==> src/design/pva_pkg.sv <==
// pva_pkg: shared types and constants of the polyphonic voice allocator
// no dependencies
package pva_pkg;

    localparam int VOICES = 16;
    localparam int IDX_W  = $clog2(VOICES);
    localparam int CNT_W  = IDX_W + 1;
    localparam int STAMP_W = 32;

    localparam logic [1:0] MODE_ON      = 2'd0;
    localparam logic [1:0] MODE_OFF     = 2'd1;
    localparam logic [1:0] MODE_RETRIG  = 2'd2;
    localparam logic [1:0] MODE_ALL_OFF = 2'd3;

    localparam logic [1:0] CFG_ACTIVE  = 2'd0;
    localparam logic [1:0] CFG_STEAL   = 2'd1;
    localparam logic [1:0] CFG_RECYCLE = 2'd2;

    localparam logic [1:0] STEAL_OLDEST = 2'd1;
    localparam logic [1:0] STEAL_NEWEST = 2'd2;

    typedef struct packed {
        logic [1:0]  mode;
        logic [6:0]  key;
        logic [23:0] pitch;
        logic [15:0] velocity;
    } in_item_t;

    typedef struct packed {
        logic [3:0]  voice;
        logic        gate;
        logic        retrigger;
        logic [6:0]  key_out;
        logic [23:0] pitch_out;
        logic [15:0] velocity_out;
        logic        hit;
        logic        last;
    } out_item_t;

    // one entry of the main voice memory
    typedef struct packed {
        logic [6:0]         key;
        logic [23:0]        pitch;
        logic [15:0]        velocity;
        logic [STAMP_W-1:0] on_stamp;
    } voice_word_t;

    typedef enum logic [1:0] {
        ST_IDLE,
        ST_SCAN,
        ST_FINISH
    } state_t;

endpackage

==> src/design/pva_ram.sv <==
// pva_ram: generic single write port, single read port ram with registered read
// no dependencies
module pva_ram #(
    parameter int WIDTH = 8,
    parameter int DEPTH = 16
) (
    input  logic                     aclk,
    input  logic                     we,
    input  logic [$clog2(DEPTH)-1:0] waddr,
    input  logic [WIDTH-1:0]         wdata,
    input  logic                     re,
    input  logic [$clog2(DEPTH)-1:0] raddr,
    output logic [WIDTH-1:0]         rdata
);

    logic [WIDTH-1:0] mem [DEPTH];

    always_ff @(posedge aclk) begin
        if (we) begin
            mem[waddr] <= wdata;
        end
        if (re) begin
            rdata <= mem[raddr];
        end
    end

endmodule

==> src/design/poly_voice_allocator_core.sv <==
// poly_voice_allocator_core: top level of the polyphonic voice allocator
// depends on pva_pkg and pva_ram
//
// Voice allocator for a polyphonic synth. Each event item (note on, note off,
// retrigger, all notes off) is taken while the block is idle. The block then
// scans the voice table, one voice read per cycle from the voice memories
// unless a match stalls on a full result side, and sends one result item per
// voice it touched (or one item with hit = 0 when it touched none). The final
// result item is marked with last. The block takes no new item until it is
// through with the last one. The scan covers active_voices voices, clipped to
// 16, for note on and retrigger, and all 16 voices for note off and all off.
// Stamps and keys live in two rams with registered read. Gate and used bits
// sit in flops so reset clears them at once, and no clearing pass is needed.
// Configuration writes are taken any time but are meant for idle periods.
module poly_voice_allocator_core
    import pva_pkg::*;
(
    input  logic        aclk,
    input  logic        aresetn,
    input  logic        s_valid,
    output logic        s_ready,
    input  in_item_t    s_item,
    output logic        m_valid,
    input  logic        m_ready,
    output out_item_t   m_item,
    input  logic        cfg_we,
    input  logic [1:0]  cfg_idx,
    input  logic [4:0]  cfg_data
);

    // configuration
    logic [4:0] active_reg;
    logic [1:0] steal_reg;
    logic       recycle_reg;

    state_t state_reg, state_next;
    in_item_t item_reg;

    // scan pipeline: read index and the voice whose data is on the ram output
    logic [CNT_W-1:0] rd_idx_reg, rd_idx_next;
    logic             chk_vld_reg, chk_vld_next;
    logic [IDX_W-1:0] chk_idx_reg, chk_idx_next;

    logic [VOICES-1:0] gate_reg, gate_next;
    logic [VOICES-1:0] used_reg, used_next;
    logic [STAMP_W-1:0] on_cnt_reg, on_cnt_next;
    logic [STAMP_W-1:0] rel_cnt_reg, rel_cnt_next;

    // note-on selection trackers
    logic               first_reg, first_next;
    logic               have_reg, have_next;
    logic [STAMP_W-1:0] min_rel_reg, min_rel_next;
    logic [IDX_W-1:0]   pick_reg, pick_next;
    logic [IDX_W-1:0]   old_idx_reg, old_idx_next;
    logic [STAMP_W-1:0] old_stamp_reg, old_stamp_next;
    logic [IDX_W-1:0]   new_idx_reg, new_idx_next;
    logic [STAMP_W-1:0] new_stamp_reg, new_stamp_next;

    // held result: sent once the next match or the end of scan tells last
    logic      pend_vld_reg, pend_vld_next;
    out_item_t pend_reg, pend_next;

    logic      m_vld_reg, m_vld_next;
    out_item_t m_item_reg, m_item_next;

    // memories
    logic               a_we, b_we, rd_en;
    logic [IDX_W-1:0]   a_waddr, b_waddr, raddr;
    voice_word_t        a_wdata, a_q;
    logic [STAMP_W-1:0] b_wdata, b_q;

    logic [CNT_W-1:0] n_eff, scan_lim;
    logic             more, match, hit_v, stall, out_free;
    logic             steal_ok, do_on;
    logic [IDX_W-1:0] fpick;
    out_item_t        miss_item, cur_item;

    pva_ram #(.WIDTH($bits(voice_word_t)), .DEPTH(VOICES)) u_voice_ram (
        .aclk  (aclk),
        .we    (a_we),
        .waddr (a_waddr),
        .wdata (a_wdata),
        .re    (rd_en),
        .raddr (raddr),
        .rdata (a_q)
    );

    pva_ram #(.WIDTH(STAMP_W), .DEPTH(VOICES)) u_release_ram (
        .aclk  (aclk),
        .we    (b_we),
        .waddr (b_waddr),
        .wdata (b_wdata),
        .re    (rd_en),
        .raddr (raddr),
        .rdata (b_q)
    );

    assign s_ready = (state_reg == ST_IDLE);
    assign m_valid = m_vld_reg;
    assign m_item  = m_item_reg;
    assign out_free = !m_vld_reg || m_ready;

    // active count clipped to the table size
    assign n_eff = (active_reg > CNT_W'(VOICES)) ? CNT_W'(VOICES) : active_reg;
    assign scan_lim = (item_reg.mode == MODE_OFF || item_reg.mode == MODE_ALL_OFF)
                      ? CNT_W'(VOICES) : n_eff;
    assign more = rd_idx_reg < scan_lim;
    assign raddr = rd_idx_reg[IDX_W-1:0];

    always_comb begin
        case (item_reg.mode)
            MODE_OFF:     match = gate_reg[chk_idx_reg] && (a_q.key == item_reg.key);
            MODE_ALL_OFF: match = gate_reg[chk_idx_reg];
            MODE_RETRIG:  match = used_reg[chk_idx_reg] && (a_q.key == item_reg.key);
            default:      match = 1'b0;
        endcase
    end

    assign hit_v = (state_reg == ST_SCAN) && chk_vld_reg && match;
    // a second match cannot move the held result while the output is full
    assign stall = hit_v && pend_vld_reg && !out_free;

    assign steal_ok = (n_eff != '0) && (steal_reg == STEAL_OLDEST || steal_reg == STEAL_NEWEST);
    assign do_on = have_reg || steal_ok;
    assign fpick = have_reg ? pick_reg : ((steal_reg == STEAL_OLDEST) ? old_idx_reg : new_idx_reg);

    always_comb begin
        miss_item = '0;
        miss_item.last = 1'b1;
    end

    // result for the voice under check
    always_comb begin
        cur_item = '0;
        cur_item.voice = chk_idx_reg;
        cur_item.pitch_out = a_q.pitch;
        cur_item.velocity_out = a_q.velocity;
        cur_item.hit = 1'b1;
        if (item_reg.mode == MODE_RETRIG) begin
            cur_item.gate = gate_reg[chk_idx_reg];
            cur_item.retrigger = 1'b1;
            cur_item.key_out = gate_reg[chk_idx_reg] ? a_q.key : '0;
        end
    end

    // next state
    always_comb begin
        state_next = state_reg;
        unique case (state_reg)
            ST_IDLE: begin
                if (s_valid) begin
                    state_next = ST_SCAN;
                end
            end
            ST_SCAN: begin
                if (!more && !chk_vld_reg) begin
                    state_next = ST_FINISH;
                end
            end
            ST_FINISH: begin
                if (out_free) begin
                    state_next = ST_IDLE;
                end
            end
            default: state_next = ST_IDLE;
        endcase
    end

    // datapath control
    always_comb begin
        rd_idx_next = rd_idx_reg;
        chk_vld_next = chk_vld_reg;
        chk_idx_next = chk_idx_reg;
        gate_next = gate_reg;
        used_next = used_reg;
        on_cnt_next = on_cnt_reg;
        rel_cnt_next = rel_cnt_reg;
        first_next = first_reg;
        have_next = have_reg;
        min_rel_next = min_rel_reg;
        pick_next = pick_reg;
        old_idx_next = old_idx_reg;
        old_stamp_next = old_stamp_reg;
        new_idx_next = new_idx_reg;
        new_stamp_next = new_stamp_reg;
        pend_vld_next = pend_vld_reg;
        pend_next = pend_reg;
        m_vld_next = m_vld_reg && !m_ready;
        m_item_next = m_item_reg;
        rd_en = 1'b0;
        a_we = 1'b0;
        a_waddr = chk_idx_reg;
        a_wdata = a_q;
        b_we = 1'b0;
        b_waddr = chk_idx_reg;
        b_wdata = rel_cnt_reg + 1'b1;

        unique case (state_reg)
            ST_IDLE: begin
                rd_idx_next = '0;
                chk_vld_next = 1'b0;
                first_next = 1'b0;
                have_next = 1'b0;
                pend_vld_next = 1'b0;
            end
            ST_SCAN: begin
                if (!stall) begin
                    rd_en = more;
                    chk_vld_next = more;
                    chk_idx_next = rd_idx_reg[IDX_W-1:0];
                    if (more) begin
                        rd_idx_next = rd_idx_reg + 1'b1;
                    end
                end
                if (chk_vld_reg && item_reg.mode == MODE_ON && !first_reg) begin
                    if (!gate_reg[chk_idx_reg]) begin
                        if (!used_reg[chk_idx_reg] || recycle_reg) begin
                            pick_next = chk_idx_reg;
                            first_next = 1'b1;
                            have_next = 1'b1;
                        end else if (!have_reg || b_q < min_rel_reg) begin
                            pick_next = chk_idx_reg;
                            min_rel_next = b_q;
                            have_next = 1'b1;
                        end
                    end
                    if (chk_idx_reg == '0 || a_q.on_stamp < old_stamp_reg) begin
                        old_idx_next = chk_idx_reg;
                        old_stamp_next = a_q.on_stamp;
                    end
                    if (chk_idx_reg == '0 || a_q.on_stamp > new_stamp_reg) begin
                        new_idx_next = chk_idx_reg;
                        new_stamp_next = a_q.on_stamp;
                    end
                end
                if (hit_v && !stall) begin
                    if (item_reg.mode == MODE_RETRIG) begin
                        on_cnt_next = on_cnt_reg + 1'b1;
                        a_we = 1'b1;
                        a_wdata.on_stamp = on_cnt_reg + 1'b1;
                    end else begin
                        rel_cnt_next = rel_cnt_reg + 1'b1;
                        b_we = 1'b1;
                        gate_next[chk_idx_reg] = 1'b0;
                    end
                    if (pend_vld_reg) begin
                        m_vld_next = 1'b1;
                        m_item_next = pend_reg;
                    end
                    pend_vld_next = 1'b1;
                    pend_next = cur_item;
                end
            end
            ST_FINISH: begin
                if (out_free) begin
                    m_vld_next = 1'b1;
                    m_item_next = miss_item;
                    if (item_reg.mode == MODE_ON) begin
                        if (do_on) begin
                            on_cnt_next = on_cnt_reg + 1'b1;
                            a_we = 1'b1;
                            a_waddr = fpick;
                            a_wdata.key = item_reg.key;
                            a_wdata.pitch = item_reg.pitch;
                            a_wdata.velocity = item_reg.velocity;
                            a_wdata.on_stamp = on_cnt_reg + 1'b1;
                            gate_next[fpick] = 1'b1;
                            used_next[fpick] = 1'b1;
                            m_item_next.voice = fpick;
                            m_item_next.gate = 1'b1;
                            m_item_next.key_out = item_reg.key;
                            m_item_next.pitch_out = item_reg.pitch;
                            m_item_next.velocity_out = item_reg.velocity;
                            m_item_next.hit = 1'b1;
                        end
                    end else if (pend_vld_reg) begin
                        m_item_next = pend_reg;
                        m_item_next.last = 1'b1;
                    end
                    pend_vld_next = 1'b0;
                end
            end
            default: ;
        endcase
    end

    always_ff @(posedge aclk) begin
        if (!aresetn) begin
            state_reg <= ST_IDLE;
            active_reg <= 5'd16;
            steal_reg <= '0;
            recycle_reg <= 1'b0;
            rd_idx_reg <= '0;
            chk_vld_reg <= 1'b0;
            gate_reg <= '0;
            used_reg <= '0;
            on_cnt_reg <= '0;
            rel_cnt_reg <= '0;
            first_reg <= 1'b0;
            have_reg <= 1'b0;
            pend_vld_reg <= 1'b0;
            m_vld_reg <= 1'b0;
        end else begin
            state_reg <= state_next;
            if (cfg_we) begin
                unique case (cfg_idx)
                    CFG_ACTIVE:  active_reg <= cfg_data;
                    CFG_STEAL:   steal_reg <= cfg_data[1:0];
                    CFG_RECYCLE: recycle_reg <= cfg_data[0];
                    default: ;
                endcase
            end
            rd_idx_reg <= rd_idx_next;
            chk_vld_reg <= chk_vld_next;
            gate_reg <= gate_next;
            used_reg <= used_next;
            on_cnt_reg <= on_cnt_next;
            rel_cnt_reg <= rel_cnt_next;
            first_reg <= first_next;
            have_reg <= have_next;
            pend_vld_reg <= pend_vld_next;
            m_vld_reg <= m_vld_next;
        end
    end

    // payload registers
    always_ff @(posedge aclk) begin
        if (s_valid && s_ready) begin
            item_reg <= s_item;
        end
        chk_idx_reg <= chk_idx_next;
        min_rel_reg <= min_rel_next;
        pick_reg <= pick_next;
        old_idx_reg <= old_idx_next;
        old_stamp_reg <= old_stamp_next;
        new_idx_reg <= new_idx_next;
        new_stamp_reg <= new_stamp_next;
        pend_reg <= pend_next;
        m_item_reg <= m_item_next;
    end

    // a sounding voice has always been used
    a_gate_used: assert property (@(posedge aclk) disable iff (!aresetn)
        (gate_reg & ~used_reg) == '0)
        else $error("gated voice not marked used");

    // no result is held back while the block waits for an item
    a_idle_no_pend: assert property (@(posedge aclk) disable iff (!aresetn)
        (state_reg == ST_IDLE) |-> !pend_vld_reg)
        else $error("held result left over in idle");

    // an accepted item always starts a scan
    a_accept_scan: assert property (@(posedge aclk) disable iff (!aresetn)
        (s_valid && s_ready) |=> (state_reg == ST_SCAN))
        else $error("accepted item did not start a scan");

    // the final result of an item carries last as control goes back to idle
    a_finish_idle: assert property (@(posedge aclk) disable iff (!aresetn)
        (state_reg == ST_FINISH && out_free) |=> (m_valid && m_item.last))
        else $error("final result missing last");

endmodule
==> config.mk <==
export PLATFORM = sky130hd
export DESIGN_NAME = poly_voice_allocator_core
export DESIGN_NICKNAME = d
export VERILOG_FILES = /design/src/design/pva_pkg.sv /design/src/design/pva_ram.sv /design/src/design/poly_voice_allocator_core.sv
export SDC_FILE = /design/constraint.sdc
export NUM_CORES = 2
export LEC_CHECK = 0
export BUFFER_PORTS_ARGS = -buffer_cell sky130_fd_sc_hd__buf_2
export CAP_MARGIN = 20
export CORE_ASPECT_RATIO = 1.75
export CORE_MARGIN = 5
export CORE_UTILIZATION = 38
export DETAILED_ROUTE_END_ITERATION = 6
export PLACE_DENSITY = 0.66
export SLEW_MARGIN = 20
export SYNTH_ARGS = -nofsm -noshare
export SYNTH_HDL_FRONTEND = slang
export SYNTH_HIERARCHICAL = 1
export SYNTH_SLANG_ARGS = --single-unit
==> constraint.sdc <==
create_clock -name aclk -period 9.4 [get_ports aclk]
set_clock_uncertainty 0.05 [all_clocks]
set_input_delay 1.41 -clock aclk [delete_from_list [all_inputs] [get_ports aclk]]
set_output_delay 1.41 -clock aclk [all_outputs]
set_load 0.02 [all_outputs]
==> metrics.md <==
| Metric | Value |
|---|---|
| CTS Sinks | `2272` |
| Worst setup path startpoint | `have_reg$_SDFFE_PN0P_` |
| Pin count of the biggest net entering global routing | `137` |
| Crit end category | `flop` |
| Fraction of layout cells with a size suffix above 1 | `21.4%` |
| Antenna-violating nets left | `0` |
| Routed wire length | `203 mm` |
| Post-synthesis async set-or-reset flop share | `0%` |
| Post-cts resize count | `0` |
| Primary FF master, synth | `edfxtp_1` |
| Worst r2r src | `have_reg$_SDFFE_PN0P_` |
| Maxcap violations | `0` |
| Filler cell count | `19900` |
| Die H | `649 um` |
| Inst Count DP | `7690` |
| Slew HR | `26.4%` |
| Mapped Nets | `4764` |
| Multi-input logic area | `20300 um2` |
| Cell Count, Final, Fillers Out | `8052` |
| Worst-skew pair later-pin latency | `0.86 ns` |
| Reg2reg path depth | `9` |
| Chain of cells forming the critical path | `nor2b_1 > a2111o_1 > or2_2 > buf_4 > o21ai_0 > nand2_1 > nor2_4 > buf_4 > buf_4` |
| Area leader, netlist | `edfxtp_1` |
| Tot Pwr | `24.3 mW` |
| Util after Layout | `42.9%` |
| Fin Hold WS | `0.379 ns` |
| Most used cell, CP | `buf_4` |
| Hold Path Stages | `0` |
| CTS tree | `built` |
| Mean Syn Cell Area | `19.3 um2` |
| Slew @ Worst Pin | `1.10 ns` |
| DRC | `0` |
| CP Max Fanout | `57` |
| Number of port buffers | `117` |
| Critical path depth in cells | `9` |
| Global-route wire length before repair | `302 mm` |
| Final Net Count | `4998` |
| Vias in the first global route | `46100` |
| Vias/cell | `5.43` |
| IR drop worst, VDD | `0.000197 V` |
| Final hold vios | `0` |
| R2R Setup Slk | `3.64 ns` |
| Root Driver | `clkbuf_16` |
| Synth Cell Area | `88600 um2` |
| EDFF count, synth | `2156` |
| Top-area cell type share of the netlist area | `73.1%` |
| RSZ-0062 raised after global routing | `false` |
| Top Registers | `u_voice_ram/mem x1264, u_release_ram/mem x512, u_voice_ram/rdata x79` |
| Slew Limit Fails | `0` |
| Die width | `375 um` |
| Antenna violations before repair | `11` |
| Status | `finished, final reports clean` |
| Setup total negative slack | `0 ns` |
| WL/cell | `25.2 um` |
| Initial DRC Count | `4029` |
| Delay-heaviest family, CP | `buffers and inverters` |
| Fmax | `0.174 GHz` |
| Clock Path Buffers | `4` |
| Crit share post-route | `61.3%` |
| WP buf/inv | `3` |
| Hold Startpoint | `u_release_ram/rdata[11]$_DFFE_PP_` |
| H-tree Lvls | `4` |
| Core area | `232000 um2` |
| Static leakage | `31.7 nW` |
| Number of hold buffers added after CTS | `0` |
| Seq cells post-synth | `2272` |
| CTS Buf Count | `202` |
| DRT Pass-1 Iters | `7` |
| Initial core utilization | `38.2%` |
| Post-route minimum period | `5.76 ns` |
| GP Congestion | `0.835` |
| Worst Hold End | `min_rel_reg[11]$_DFFE_PP_` |
| Reg-to-reg endpoint | `u_voice_ram/mem[15][73]$_DFFE_PP_` |
| Layout area overhead | `12.5%` |
| HP Class | `reg -> reg` |
| Grt ovf | `0` |
| Max reg flops | `1264` |
| Synth cell types | `75` |
| Reg with most FFs | `u_voice_ram/mem` |
| Post-DP HPWL | `122 mm` |
| Vias | `43700` |
| FP Rows | `234` |
| Max incr delay on CP | `0.96 ns` |
| Sequential cell area | `67100 um2` |
| CP Launch Type | `flop` |
| Critical path arrival | `6.18 ns` |
| Power per cell area | `244 nW/um2` |
| Syn Inst Count | `4593` |
| CP required | `9.82 ns` |
| Worst-path clk slew | `0.06 ns` |
| Die ar. | `243000 um2` |
| Overall Global Routing Usage | `16.4%` |
| Yosys Warn Count | `6` |
| Endpoints failing setup | `0` |
| Crit path kind | `reg -> reg` |
| Part of the Yosys area used for sequential elements | `75.7%` |
| Top cells by area, synth | `edfxtp_1, mux4_2, dfxtp_1` |
| Post-CTS Setup Inserts | `0` |
| Crit-path slowest cell | `o21ai_0` |
| Boundary pin count | `118` |
[stage by stage]
step	setup WS [ns]	instance area, um2
after global routing	3.46	99700
final	3.64	99700
after detailed placement	2.84	93300
after CTS	3.65	99600
after global placement	2.98	93300
after floorplan	0.213	88600
[per-layer routing]
layer	track usage, %	vias to the layer above	share of wire (%)
li1	-	18900	-
met5	0	-	0.0049
met3	2.42	374	5.7
met1	19.3	23000	36
met4	5.52	2	3.6
met2	30.5	1412	55
[synth_stat cells, types with 8 or more instances]
cell type	instances
nand2b_1	17
nor2_1	167
edfxtp_1	2156
o21ai_0	64
nand4_1	31
buf_1	17
nand3b_1	8
a22o_1	59
mux4_2	450
or3_1	13
nor3_1	27
and2_1	19
xnor2_1	57
nand3_1	43
clkbuf_1	111
a22oi_1	224
buf_6	24
mux2i_1	18
a222oi_1	8
nand2_1	383
ha_1	110
and3_1	21
dfxtp_1	116
buf_4	22
a21o_1	27
buf_2	44
inv_1	127
xor2_1	60
nor2b_1	16
a21oi_1	48
[kinds of logic (layout without fill, tap and decap cells)]
kind of cell | Yosys count | count (layout) | synth area share [%]
flip-flops | 2272 | 2272 | 75.7
adder cells (fa/ha/maj) | 110 | 110 | 1.55
other | 0 | 4 | 0
AND/OR/NAND/NOR | 783 | 783 | 4.02
multiplexers | 474 | 474 | 11.8
AO/OA/AOI/OAI | 490 | 490 | 3.98
XOR/XNOR | 117 | 117 | 1.16
buffers and inverters | 347 | 734 | 1.85
[power by group]
part	internal (mW)	switching, mW
clock network	4.43	3.60
registers	12.2	0.306
logic	1.34	2.39
total	18.0	6.30
[layout make-up]
cell class                      count  area share (%)
Tap cell                         3068            3.85
Antenna cell                        4          0.0100
Inverter                          128           0.482
Multi-Input combinational cell   1974            20.4
Clock inverter                    101           0.934
Timing Repair Buffer              249            1.66
Clock buffer                      256            5.37
Sequential cell                  2272            67.3
[how the worst max path moves through the flow]
stage,to,slack (ns)
after floorplan,u_voice_ram/mem[0][0]$_DFFE_PP_,0.21
after global placement,u_voice_ram/mem[5][26]$_DFFE_PP_,2.98
after detailed placement,u_voice_ram/mem[15][0]$_DFFE_PP_,2.84
after CTS,u_voice_ram/mem[15][13]$_DFFE_PP_,3.65
after global routing,u_voice_ram/mem[15][13]$_DFFE_PP_,3.46
final,u_voice_ram/mem[15][73]$_DFFE_PP_,3.64
[placed cells by master, fill, tap and decap left out, types with 8 or more instances in the layout]
cell type | synthesis | final
dfxtp_1 | 116 | 114
xnor2_1 | 57 | 49
xnor2_2 | 0 | 8
nand4_1 | 31 | 31
a22oi_1 | 224 | 224
a21o_1 | 27 | 27
nor3_2 | 1 | 10
nor3_1 | 27 | 18
clkinv_2 | 0 | 27
a22o_1 | 59 | 59
edfxtp_1 | 2156 | 2156
bufinv_16 | 0 | 15
a222oi_1 | 8 | 8
clkbuf_16 | 0 | 203
nand2_1 | 383 | 382
clkinvlp_4 | 0 | 10
ha_1 | 110 | 110
nand3b_1 | 8 | 8
clkbuf_1 | 111 | 46
xor2_1 | 60 | 55
clkinv_1 | 0 | 39
or3_1 | 13 | 13
nor2b_1 | 16 | 12
nand2b_1 | 17 | 17
mux4_2 | 450 | 450
inv_1 | 127 | 127
and3_1 | 21 | 20
and2_1 | 19 | 16
a21oi_1 | 48 | 46
nor2_1 | 167 | 140
buf_4 | 22 | 125
o21ai_0 | 64 | 62
mux2i_1 | 18 | 18
buf_2 | 44 | 117
nor2_4 | 0 | 27
nand3_1 | 43 | 43
Note: power is estimated with default switching activity, not from simulation.
